### config.mk
export PLATFORM = sky130hd
export DESIGN_NAME = fir_filter_complex_stream
export DESIGN_NICKNAME = d
export VERILOG_FILES = /design/src/hdl/fircs_pkg.sv /design/src/hdl/fircs_store.sv /design/src/hdl/fircs_mac.sv /design/src/hdl/fir_filter_complex_stream.sv
export VERILOG_INCLUDE_DIRS = /design/src /design/src/hdl
export SDC_FILE = /design/constraint.sdc
export NUM_CORES = 2
export LEC_CHECK = 0
export BUFFER_PORTS_ARGS = -buffer_cell sky130_fd_sc_hd__buf_2
export CAP_MARGIN = 30
export CORE_ASPECT_RATIO = 0.9
export CORE_MARGIN = 3
export CORE_UTILIZATION = 60
export DETAILED_ROUTE_END_ITERATION = 7
export PLACE_DENSITY = 0.76
export SLEW_MARGIN = 30
export SYNTH_ARGS = -nofsm -noshare
export SYNTH_HDL_FRONTEND = slang
export SYNTH_SLANG_ARGS = --single-unit
### constraint.sdc
create_clock -name clk -period 7.2 [get_ports clk]
set_input_delay 1.44 -clock clk [delete_from_list [all_inputs] [get_ports clk]]
set_output_delay 1.44 -clock clk [all_outputs]
set_load 0.01 [all_outputs]
### src/hdl/fir_filter_complex_stream_assert.svh
// assertion helpers for the complex fir filter
`ifndef FIR_FILTER_COMPLEX_STREAM_ASSERT_SVH
`define FIR_FILTER_COMPLEX_STREAM_ASSERT_SVH

// same-cycle implication, disabled during reset
`define FIRCS_ASSERT_NOW(label, clk, rst, ante, cons, msg) \
  label: assert property (@(posedge clk) disable iff (rst) (ante) |-> (cons)) \
    else $error(msg);

// next-cycle implication, disabled during reset
`define FIRCS_ASSERT_NEXT(label, clk, rst, ante, cons, msg) \
  label: assert property (@(posedge clk) disable iff (rst) (ante) |=> (cons)) \
    else $error(msg);

`endif

### src/hdl/fircs_pkg.sv
package fircs_pkg;

  localparam int TAP_WIDTH        = 16;
  localparam int OUT_WIDTH        = 38;
  localparam int NUM_TAPS_WIDTH   = 7;
  localparam int TAP_INDEX_WIDTH  = 6;
  localparam int DEF_MAX_TAPS     = 64;
  localparam int DEF_SAMPLE_WIDTH = 16;

  localparam logic CMD_FILTER    = 1'b0;
  localparam logic CMD_TAP_WRITE = 1'b1;

  typedef enum logic [2:0] {
    ST_CLEAR,
    ST_IDLE,
    ST_RUN,
    ST_FLUSH,
    ST_DONE
  } state_t;

  typedef struct packed {
    logic clear;
    logic issue;
  } mac_ctrl_t;

  typedef struct packed {
    logic busy;
  } mac_stat_t;

endpackage

### src/hdl/fircs_store.sv
module fircs_store #(
  parameter int MAX_TAPS     = fircs_pkg::DEF_MAX_TAPS,
  parameter int SAMPLE_WIDTH = fircs_pkg::DEF_SAMPLE_WIDTH,
  parameter int AW           = (MAX_TAPS > 1) ? $clog2(MAX_TAPS) : 1
) (
  input  logic                                  clk,
  input  logic                                  tap_we,
  input  logic [AW-1:0]                         tap_waddr,
  input  logic signed [fircs_pkg::TAP_WIDTH-1:0] tap_wdata,
  input  logic [AW-1:0]                         tap_raddr,
  output logic signed [fircs_pkg::TAP_WIDTH-1:0] tap_q,
  input  logic                                  hist_we,
  input  logic [AW-1:0]                         hist_waddr,
  input  logic signed [SAMPLE_WIDTH-1:0]        hist_wdata_re,
  input  logic signed [SAMPLE_WIDTH-1:0]        hist_wdata_im,
  input  logic [AW-1:0]                         hist_raddr,
  output logic signed [SAMPLE_WIDTH-1:0]        hist_q_re,
  output logic signed [SAMPLE_WIDTH-1:0]        hist_q_im
);
  import fircs_pkg::*;

  logic [TAP_WIDTH-1:0]      tap_mem  [MAX_TAPS];
  logic [2*SAMPLE_WIDTH-1:0] hist_mem [MAX_TAPS];
  logic [2*SAMPLE_WIDTH-1:0] hist_rd;

  // coefficient table, one write and one read port
  always_ff @(posedge clk) begin
    if (tap_we) begin
      tap_mem[tap_waddr] <= tap_wdata;
    end
    tap_q <= tap_mem[tap_raddr];
  end

  // sample history, real part in the upper half
  always_ff @(posedge clk) begin
    if (hist_we) begin
      hist_mem[hist_waddr] <= {hist_wdata_re, hist_wdata_im};
    end
    hist_rd <= hist_mem[hist_raddr];
  end

  assign hist_q_re = hist_rd[2*SAMPLE_WIDTH-1:SAMPLE_WIDTH];
  assign hist_q_im = hist_rd[SAMPLE_WIDTH-1:0];

endmodule

### src/hdl/fircs_mac.sv
module fircs_mac #(
  parameter int SAMPLE_WIDTH = fircs_pkg::DEF_SAMPLE_WIDTH
) (
  input  logic                                   clk,
  input  logic                                   rst,
  input  fircs_pkg::mac_ctrl_t                   ctrl,
  output fircs_pkg::mac_stat_t                   stat,
  input  logic signed [fircs_pkg::TAP_WIDTH-1:0] tap_q,
  input  logic signed [SAMPLE_WIDTH-1:0]         hist_q_re,
  input  logic signed [SAMPLE_WIDTH-1:0]         hist_q_im,
  output logic signed [fircs_pkg::OUT_WIDTH-1:0] acc_re,
  output logic signed [fircs_pkg::OUT_WIDTH-1:0] acc_im
);
  import fircs_pkg::*;

  localparam int PW = TAP_WIDTH + SAMPLE_WIDTH;

  logic                 data_valid;
  logic                 prod_valid;
  logic signed [PW-1:0] prod_re;
  logic signed [PW-1:0] prod_im;

  // memory data lands in the cycle after the read is issued
  always_ff @(posedge clk) begin
    if (rst) begin
      data_valid <= 1'b0;
      prod_valid <= 1'b0;
    end else begin
      data_valid <= ctrl.issue;
      prod_valid <= data_valid;
    end
  end

  always_ff @(posedge clk) begin
    prod_re <= tap_q * hist_q_re;
    prod_im <= tap_q * hist_q_im;
  end

  // sum wraps at the output width
  always_ff @(posedge clk) begin
    if (ctrl.clear) begin
      acc_re <= '0;
      acc_im <= '0;
    end else if (prod_valid) begin
      acc_re <= acc_re + OUT_WIDTH'(prod_re);
      acc_im <= acc_im + OUT_WIDTH'(prod_im);
    end
  end

  assign stat.busy = data_valid | prod_valid;

endmodule

### src/hdl/fir_filter_complex_stream.sv
// direct-form fir filter, complex samples, real q1.15 taps
//
// input channel (in_valid / in_ready) carries one command per transaction:
//   command = filter: store sample_re/sample_im in the history and produce
//     one result, the exact sum of h(k)*x(n-k) over the active taps
//   command = tap write: store tap_value at tap_index, no result
// output channel (out_valid / out_ready) carries result_re / result_im,
// 38-bit signed sums scaled by 2^15
// num_taps is written through num_taps_wen / num_taps_wdata; the user must
// write it only while idle, the block itself does not enforce this
// one shared multiply-accumulate walks the taps, one tap per cycle, reading
// the coefficient and history memories in lockstep, over T taps, where T is
// the smaller of num_taps and the samples seen since start_of_signal (T = 0
// skips the walk and gives a zero result); with the output register free,
// in_ready returns with out_valid, so a filter transaction completes before
// the next is taken; a tap write leaves the block idle and gives no result
// after reset the block sweeps the tap memory to zero, one entry a cycle,
// with in_ready low; history needs no clearing
// a result waiting on out_ready does not block the next input transaction;
// the next result waits in the accumulator until the output register frees
module fir_filter_complex_stream #(
  parameter int MAX_TAPS     = fircs_pkg::DEF_MAX_TAPS,
  parameter int SAMPLE_WIDTH = fircs_pkg::DEF_SAMPLE_WIDTH
) (
  input  logic                                         clk,
  input  logic                                         rst,
  input  logic                                         in_valid,
  output logic                                         in_ready,
  input  logic                                         command,
  input  logic                                         start_of_signal,
  input  logic signed [SAMPLE_WIDTH-1:0]               sample_re,
  input  logic signed [SAMPLE_WIDTH-1:0]               sample_im,
  input  logic [fircs_pkg::TAP_INDEX_WIDTH-1:0]        tap_index,
  input  logic signed [fircs_pkg::TAP_WIDTH-1:0]       tap_value,
  output logic                                         out_valid,
  input  logic                                         out_ready,
  output logic signed [fircs_pkg::OUT_WIDTH-1:0]       result_re,
  output logic signed [fircs_pkg::OUT_WIDTH-1:0]       result_im,
  input  logic                                         num_taps_wen,
  input  logic [fircs_pkg::NUM_TAPS_WIDTH-1:0]         num_taps_wdata
);
  import fircs_pkg::*;

  // address width of the memories and width of a tap count (0..MAX_TAPS)
  localparam int AW = (MAX_TAPS > 1) ? $clog2(MAX_TAPS) : 1;
  localparam int CW = $clog2(MAX_TAPS + 1);

  state_t state;
  state_t state_next;

  logic [NUM_TAPS_WIDTH-1:0] num_taps;
  logic [AW-1:0]             wr_pos;
  logic [AW-1:0]             rd_ptr;
  logic [AW-1:0]             clr_addr;
  logic [CW-1:0]             vcount;
  logic [CW-1:0]             taps;
  logic [CW-1:0]             k;

  logic [CW-1:0] vcount_next;
  logic [CW-1:0] taps_cfg;
  logic [CW-1:0] taps_next;
  logic          filter_acc;
  logic          tap_acc;
  logic          out_free;
  logic          last_issue;
  logic          clr_last;

  logic                        tap_we;
  logic [AW-1:0]               tap_waddr;
  logic signed [TAP_WIDTH-1:0] tap_wdata;
  logic signed [TAP_WIDTH-1:0] tap_q;
  logic                        hist_we;
  logic signed [SAMPLE_WIDTH-1:0] hist_q_re;
  logic signed [SAMPLE_WIDTH-1:0] hist_q_im;

  mac_ctrl_t mac_ctrl;
  mac_stat_t mac_stat;
  logic signed [OUT_WIDTH-1:0] acc_re;
  logic signed [OUT_WIDTH-1:0] acc_im;

  // transaction decode
  assign filter_acc = in_valid && in_ready && (command == CMD_FILTER);
  assign tap_acc    = in_valid && in_ready && (command == CMD_TAP_WRITE);
  assign out_free   = !out_valid || out_ready;
  assign last_issue = (k == taps - CW'(1));
  assign clr_last   = (clr_addr == AW'(MAX_TAPS - 1));

  // valid sample count after this sample, saturating at the history depth
  always_comb begin
    if (start_of_signal) begin
      vcount_next = CW'(1);
    end else if (32'(vcount) < MAX_TAPS) begin
      vcount_next = vcount + CW'(1);
    end else begin
      vcount_next = vcount;
    end
  end

  // active taps: num_taps clamped to the depth, then to the valid history
  always_comb begin
    if (32'(num_taps) > MAX_TAPS) begin
      taps_cfg = CW'(MAX_TAPS);
    end else begin
      taps_cfg = CW'(num_taps);
    end
    taps_next = (taps_cfg > vcount_next) ? vcount_next : taps_cfg;
  end

  // next state
  always_comb begin
    state_next = state;
    case (state)
      ST_CLEAR: begin
        if (clr_last) begin
          state_next = ST_IDLE;
        end
      end
      ST_IDLE: begin
        if (filter_acc) begin
          state_next = (taps_next == '0) ? ST_DONE : ST_RUN;
        end
      end
      ST_RUN: begin
        if (last_issue) begin
          state_next = ST_FLUSH;
        end
      end
      ST_FLUSH: begin
        if (!mac_stat.busy) begin
          state_next = ST_DONE;
        end
      end
      ST_DONE: begin
        if (out_free) begin
          state_next = ST_IDLE;
        end
      end
      default: begin
        state_next = ST_IDLE;
      end
    endcase
  end

  // state outputs
  always_comb begin
    in_ready       = 1'b0;
    mac_ctrl.issue = 1'b0;
    mac_ctrl.clear = 1'b0;
    case (state)
      ST_CLEAR: begin
        in_ready = 1'b0;
      end
      ST_IDLE: begin
        in_ready = 1'b1;
        // the accumulator restarts with each filter transaction
        mac_ctrl.clear = in_valid && (command == CMD_FILTER);
      end
      ST_RUN: begin
        mac_ctrl.issue = 1'b1;
      end
      ST_FLUSH: begin
        in_ready = 1'b0;
      end
      ST_DONE: begin
        in_ready = 1'b0;
      end
      default: begin
        in_ready = 1'b0;
      end
    endcase
  end

  // tap memory write: zero sweep after reset, else tap-write transactions
  // (writes land only in idle, so they never race the tap walk)
  always_comb begin
    if (state == ST_CLEAR) begin
      tap_we    = 1'b1;
      tap_waddr = clr_addr;
      tap_wdata = '0;
    end else begin
      tap_we    = tap_acc && (32'(tap_index) < MAX_TAPS);
      tap_waddr = AW'(tap_index);
      tap_wdata = tap_value;
    end
  end

  // the new sample is written at acceptance and first read in the following cycle,
  // so the walk always sees it without forwarding
  assign hist_we = filter_acc;

  always_ff @(posedge clk) begin
    if (rst) begin
      state     <= ST_CLEAR;
      num_taps  <= NUM_TAPS_WIDTH'(1);
      wr_pos    <= '0;
      clr_addr  <= '0;
      vcount    <= '0;
      k         <= '0;
      out_valid <= 1'b0;
    end else begin
      state <= state_next;
      if (num_taps_wen) begin
        num_taps <= num_taps_wdata;
      end
      if (state == ST_CLEAR) begin
        clr_addr <= clr_addr + AW'(1);
      end
      if (filter_acc) begin
        vcount <= vcount_next;
        k      <= '0;
        wr_pos <= (wr_pos == AW'(MAX_TAPS - 1)) ? '0 : wr_pos + AW'(1);
      end else if (state == ST_RUN) begin
        k <= k + CW'(1);
      end
      if (state == ST_DONE && out_free) begin
        out_valid <= 1'b1;
      end else if (out_ready) begin
        out_valid <= 1'b0;
      end
    end
  end

  // datapath registers without reset
  always_ff @(posedge clk) begin
    if (filter_acc) begin
      taps   <= taps_next;
      rd_ptr <= wr_pos;
    end else if (state == ST_RUN) begin
      // walk back through the history ring
      rd_ptr <= (rd_ptr == '0) ? AW'(MAX_TAPS - 1) : rd_ptr - AW'(1);
    end
    if (state == ST_DONE && out_free) begin
      result_re <= acc_re;
      result_im <= acc_im;
    end
  end

  fircs_store #(
    .MAX_TAPS     (MAX_TAPS),
    .SAMPLE_WIDTH (SAMPLE_WIDTH),
    .AW           (AW)
  ) u_store (
    .clk           (clk),
    .tap_we        (tap_we),
    .tap_waddr     (tap_waddr),
    .tap_wdata     (tap_wdata),
    .tap_raddr     (AW'(k)),
    .tap_q         (tap_q),
    .hist_we       (hist_we),
    .hist_waddr    (wr_pos),
    .hist_wdata_re (sample_re),
    .hist_wdata_im (sample_im),
    .hist_raddr    (rd_ptr),
    .hist_q_re     (hist_q_re),
    .hist_q_im     (hist_q_im)
  );

  fircs_mac #(
    .SAMPLE_WIDTH (SAMPLE_WIDTH)
  ) u_mac (
    .clk       (clk),
    .rst       (rst),
    .ctrl      (mac_ctrl),
    .stat      (mac_stat),
    .tap_q     (tap_q),
    .hist_q_re (hist_q_re),
    .hist_q_im (hist_q_im),
    .acc_re    (acc_re),
    .acc_im    (acc_im)
  );

`include "fir_filter_complex_stream_assert.svh"

  // mac pipeline must be drained before a new transaction is taken
  `FIRCS_ASSERT_NOW(a_idle_drained, clk, rst, state == ST_IDLE, !mac_stat.busy, "mac busy in idle")
  // reads are issued only for active taps
  `FIRCS_ASSERT_NOW(a_issue_in_range, clk, rst, mac_ctrl.issue, k < taps, "tap walk overran")
  // a new result only comes from the done state
  `FIRCS_ASSERT_NOW(a_result_from_done, clk, rst, $rose(out_valid), $past(state == ST_DONE), "stray result")
  // a filter transaction with active taps starts the walk
  `FIRCS_ASSERT_NEXT(a_walk_starts, clk, rst, filter_acc && (taps_next != '0), state == ST_RUN, "walk missing")

endmodule
Word level (Yosys, flattened, before mapping)
Memory sizes are Yosys's and may differ from the RTL's. A register that Yosys moved wholly into a read port is not among the register bits.
Index checks and enable logic that the tools add are counted.
{"block": "word_totals", "elab_cells": 87, "ff_bits": 268, "mem_count": 2, "out_inout_bits": 78, "inputBits": 68, "mem_bits_rw": 3072}
{"block": "op_classes", "mux": 27, "n_eq_ne": 12, "n_addsub": 8, "n_bitwise": 2, "order_cmp": 3, "n_reduce_logical": 14, "n_mul": 2}
{"memory": "u_store.hist_mem", "words": 64, "word_bits": 32, "rd": 1, "rd_ports_with_merged_regs": 1, "wr": 1, "line": "fircs_store.sv:23", "rtl": "logic [2*SAMPLE_WIDTH-1:0] hist_mem [MAX_TAPS];"}
{"memory": "u_store.tap_mem", "words": 64, "word_bits": 16, "rd": 1, "rd_ports_with_merged_regs": 1, "wr": 1, "line": "fircs_store.sv:22", "rtl": "logic [TAP_WIDTH-1:0] tap_mem [MAX_TAPS];"}
{"cell": "adder 38 x 32 -> 38 bit", "count": 2}
{"cell": "multiplier 16 x 16 -> 32 bit", "count": 2}
{"cell": "2-to-1 mux 6 bit", "count": 5}
{"cell": "2-to-1 mux 7 bit", "count": 4}
{"cell": "2-to-1 mux 3 bit", "count": 6}
{"cell": "2-to-1 mux 16 bit", "count": 1}
{"cell": "case mux 3 bit (5 select lines)", "count": 1}
{"cell": "adder 7 x 1 -> 7 bit, second input constant", "count": 2}
{"cell": "adder 6 x 1 -> 6 bit, second input constant", "count": 2}
{"cell": "== test 6 bit, second input constant", "count": 2}
{"cell": "2-to-1 mux 1 bit", "count": 10}
{"cell": "inequality test 2 bit, second input constant", "count": 5}
{"cell": "== test 7 bit", "count": 1}
{"cell": "greater-than comparator 7 bit", "count": 1}
{"cell": "greater-than comparator 7 bit, second input constant", "count": 1}
{"cell": "zero test 7 bit", "count": 1}
{"cell": "< comparator 7 bit, second input constant", "count": 1}
{"cell": "subtractor 7 x 1 -> 7 bit, second input constant", "count": 1}
{"cell": "== test 3 x 2 -> 1 bit, second input constant", "count": 2}
{"cell": "zero test 6 bit", "count": 1}
{"cell": "subtractor 6 x 1 -> 6 bit, second input constant", "count": 1}
{"cell": "logical AND 1 bit", "count": 5}
{"cell": "AND reduction 5 bit", "count": 1}
{"cell": "nonzero test 2 bit", "count": 2}
{"cell": "8 further kinds", "count": 8}

Logic depth before layout (Yosys ltp)
{"block": "logic_depth", "depth_word": 9, "mapped_depth": 25, "mapped_depth_nobuf": 23}

Cells and area by module
A second synthesis with hierarchy kept.
{"block": "unflattened", "hier_cells": 8600, "hier_area_um2": 151415.2}
{"mod": "fircs_store", "seq_area_each_um2": 93209.4, "instances": 1, "area_per_inst_um2": 118985.4, "cells_each": 5176}
{"mod": "fircs_mac", "seq_area_each_um2": 2842.7, "instances": 1, "area_per_inst_um2": 27129.8, "cells_each": 3001}
{"mod": "fir_filter_complex_stream", "seq_area_each_um2": 3413.3, "instances": 1, "area_per_inst_um2": 5300.1, "cells_each": 423}

Worst setup path after synthesis
Ideal clock, no wire load.
{"block": "synth_path", "path_type": "reg2reg", "from": "reg u_store.hist_rd[7], read port of u_store.hist_mem", "to": "reg u_mac.prod_im[31]", "period_less_slack_ps": 5913, "required_ps": 7128, "arrival_ps": 5841, "path_stages_with_launch": 25, "setup_time_ps": 72, "n_path_buf": 1, "setup_slack_ps": 1287, "path_cell_list": "dfxtp_1 clkbuf_1 nand2_1 fa_1 inv_1 fa_1 inv_1 fa_1 inv_1 fa_1 fa_1 inv_1 fa_1 inv_1 ha_1 a21o_1 a21o_1 a211oi_1 a21o_1 nor2_1 o211ai_1 a31oi_1 a21o_1 a21oi_1 xnor2_1"}
{"block": "synth_via", "elab_chain_len": 1}
{"element": "from (decl)", "line": "fircs_store.sv:24", "rtl": "logic [2*SAMPLE_WIDTH-1:0] hist_rd;"}
{"element": "multiplier 16 x 16 -> 32 bit", "line": "fircs_mac.sv:36", "rtl": "prod_im <= tap_q * hist_q_im;"}
{"element": "to (signal assigned)", "line": "fircs_mac.sv:36"}
{"element": "to (decl)", "line": "fircs_mac.sv:21", "rtl": "logic signed [PW-1:0] prod_im;"}
No other way between the ends.
A chain may end at the register's enable or synchronous reset.

Final worst setup path
{"block": "layout_path", "from": "reg u_store.tap_q[12] (netlist bit), read port of u_store.tap_mem", "to": "reg u_mac.prod_im[31]"}
{"block": "layout_via", "elab_chain_len": 1}
{"element": "from (decl)", "line": "fircs_store.sv:11", "rtl": "output logic signed [fircs_pkg::TAP_WIDTH-1:0] tap_q,"}
{"element": "multiplier 16 x 16 -> 32 bit", "line": "fircs_mac.sv:36"}
No other way between the ends.

==> impl_metrics.csv <==
group,metric,value,unit
sta,report.final.slew_viol_count,0,
synthesis,mappedNetlistArea,0.1502,mm^2
route,drcViolationCount,0,
sta,slew_headroom,0.2917,
clock_tree,clockBufferDepth,4,
grt,grt_antenna_before_repair,30,
clock_tree,cts_resized,0,
outcome,status,"complete, no violations",
synthesis,synthArstFlopShare,0,
sta,setup_viol,0,
route,first_pass_iters,8,
floorplanning,start_util,0.6057,
sta,clock.fmax,148.0,MHz
floorplanning,die_w,533.5,um
min_path,hold_path_class,"flip-flop to flip-flop",
clock_tree,cts_buffers,333,
floorplanning,dieArea,0.2565,mm^2
clock_tree,cts.htree.levels,5,
synthesis,ys_seq_area_frac,0.6620,
clock_tree,clk_pin_slew,0.06,ns
finish,fin_cells,12020,
route,routed_wl,369300,um
grt,track_usage,0.2918,
min_path,hold_end,"result_re[18]$_DFFE_PP_",
sta,tightest_slew,1.061,ns
finish,area_delta_synth_final,11.10,%
grt,grt_pass1_wl,548300,um
finish,fillers,15650,
synthesis,synth_top_family_by_area,"multiplexers",
critical_path,crit_fanout,20,
route,avgViaCountPerCell,6.532,
critical_path,start_kind,"flip-flop",
critical_path,worst_ep_arrival_time,7.57,ns
clock_tree,cts_hold_buffers,0,
critical_path,regToRegStartpoint,"u_store.tap_q[12]$_DFF_P_",
synthesis,synth_compound_gate_area_share,0.02273,
critical_path,r2r_cells,21,
placement,numPlacedInstances,11430,
synthesis,ys_ff_latch,3388,
grt,first_global_vias,81100,
clock_tree,cts_tree,"yes",
placement,gp_congestion,0.8975,
synthesis,synth_cells,8116,
grt,overflow,0,
critical_path,cp_data_required_time,8.01,ns
route,vias,78530,
min_path,hp-start,"u_mac.acc_re[18]$_SDFFE_PP0P_",
finish,fin_nets,9285,
critical_path,crit_type,"flip-flop to flip-flop",
floorplanning,rows,173,
min_path,whs_path_depth,0,
floorplanning,die_h,480.7,um
synthesis,synthSimpleGateAreaFrac,0.03851,
synthesis,synthFlopType,"edfxtp_1",
clock_tree,cts.sinks,3388,
clock_tree,post_cts_buffers,0,
synthesis,synthesis.nets,8962,
critical_path,endpoint_kind,"flip-flop",
synthesis,ys_warn_count,0,
synthesis,synth_mux_area_frac,0.1510,
placement,io_buffers,145,
route,drt_iter0_drc,9978,
clock_tree,insertion_delay,0.90,ns
floorplanning,core_area,0.2481,mm^2
floorplanning,pin_count,146,
clock_tree,clock-root-buffer,"clkbuf_16",
sta,finalClockSkew,0.08389,ns
run,cap_violations,0,
route,ant_nets,0,
grt,grt_max_degree,115,
sta,rsz0062_at_grt,"no",
route,wl_per_cell,30.72,um
synthesis,synth_xor_area_frac,0.009036,
sta,fin_crit,6.757,ns
sta,min_period_over_period,0.9384,
finish,drive_gt1_frac,0.2250,
sta,hold_violations,0,
critical_path,r2r-end,"u_mac.prod_im[31]$_DFF_P_",
synthesis,synth-edff-count,3161,
synthesis,synthAdderAreaFrac,0.09107,
finish,final_cell_mix,"edfxtp_1, mux4_2, inv_1",
synthesis,synthDistinctLibCells,88,
synthesis,synth_area_per_cell,18.51,um^2
placement,hpwl,210800,um
finish,layout_commonest_cell,"edfxtp_1",
critical_path,rrSetupSlack,0.44,ns
sta,finalSetupTns,0,ns
## critical path, cell delays in order (launching register included)
cell and delay, ns:
dfxtp_1 1.02, nand2_1 0.20, fa_1 0.55, fa_1 0.51, fa_1 0.52, inv_1 0.06
fa_1 0.46, fa_1 0.52, inv_1 0.05, fa_1 0.47, inv_1 0.04, ha_1 0.35
a21o_1 0.18, a21o_1 0.17, a211oi_1 0.32, a21o_1 0.22, nor2_1 0.07, o211ai_1 0.25
a31oi_1 0.17, a21o_1 0.21, a21oi_1 0.17, xnor2_1 0.13
## final cells by class
type	instances	area [um^2]	area share
antenna	8	20.02	0.0001199
clock inverter	195	1817	0.01088
multi-input combinational	3736	47710	0.2859
inverter	613	2307	0.01382
clock buffer	390	8621	0.05165
tap	3325	4160	0.02492
timing repair buffer	367	2794	0.01674
sequential	3388	99480	0.5960
## metrics by stage
step / hold slack, ns / setup WS [ns] / instance area [um^2] / utilization
final: 0.4552 / 0.4435 / 166900 / 0.6729
after global routing: 0.4667 / 0.1793 / 166900 / 0.6728
after CTS: 0.4624 / 0.5195 / 166700 / 0.6722
after detailed placement: 0.4502 / 0.5343 / 156300 / 0.6301
after global placement: 0.4464 / 0.7103 / 156100 / 0.6291
after floorplan: 0.4290 / 1.287 / 150200 / -
## sequential cells by signal, indices dropped and copies added (netlist names)
name              cells
rd_ptr                6
result_im            38
wr_pos                6
num_taps              7
k                     7
u_mac.prod_valid      1
u_mac.acc_re         38
u_mac.prod_re        32
result_re            38
vcount                7
u_store.hist_mem   2048
u_mac.acc_im         38
u_mac.data_valid      1
u_store.tap_q        16
u_store.hist_rd      32
taps                  7
u_mac.prod_im        32
u_store.tap_mem    1024
out_valid             1
state                 3
clr_addr              6
## logic make-up (layout without fill, tap and decap cells)
group | count (synthesis) | in the layout
adders and majority gates | 778 | 778
DFF | 3388 | 3388
buffers and inverters | 992 | 1565
AOI/OAI and AO/OA | 523 | 523
muxes | 1059 | 1059
other | 0 | 8
and+or+nand+nor | 1221 | 1221
xor gates and xnor gates | 155 | 155
## metal layers
layer | up-vias | wire length, um | track usage
met4 | 38 | 14720 | 0.1050
li1 | 31840 | - | -
met1 | 41130 | 139000 | 0.4126
met5 | - | 259 | 0
met2 | 4705 | 177400 | 0.4578
met3 | 807 | 37970 | 0.06228
## worst max-delay path by stage
stage / from / end / slack (ns) / depth (start not counted)
final: u_store.tap_q[12]$_DFF_P_ / u_mac.prod_im[31]$_DFF_P_ / 0.44 / 21
after global routing: u_store.tap_q[12]$_DFF_P_ / u_mac.prod_im[31]$_DFF_P_ / 0.18 / 21
after CTS: u_store.tap_q[12]$_DFF_P_ / u_mac.prod_im[31]$_DFF_P_ / 0.52 / 21
after detailed placement: u_store.tap_q[12]$_DFF_P_ / u_mac.prod_im[31]$_DFF_P_ / 0.53 / 21
after global placement: u_store.tap_q[13]$_DFF_P_ / u_mac.prod_im[31]$_DFF_P_ / 0.71 / 22
after floorplan: u_store.hist_rd[7]$_DFF_P_ / u_mac.prod_im[31]$_DFF_P_ / 1.29 / 24
## synth_stat cells (all sizes together) (46+ instances only)
cell	n	area (um^2)
a21o	46	345.3
o21ai	96	480.5
edfxtp	3161	94920
a21oi	168	859.6
buf	150	686.9
inv	612	2297
dfxtp	227	4544
and2	256	1604
mux4	966	21760
ha	252	3153
nor2	349	1310
clkbuf	229	859.6
mux2i	89	890.9
fa	526	10530
nand2	373	1400
nor2b	52	332.8
xnor2	111	972.2
Power is left out: the tool's default activity adds up to more than one toggle a clock period on the data nets, which glitch-free logic cannot reach.
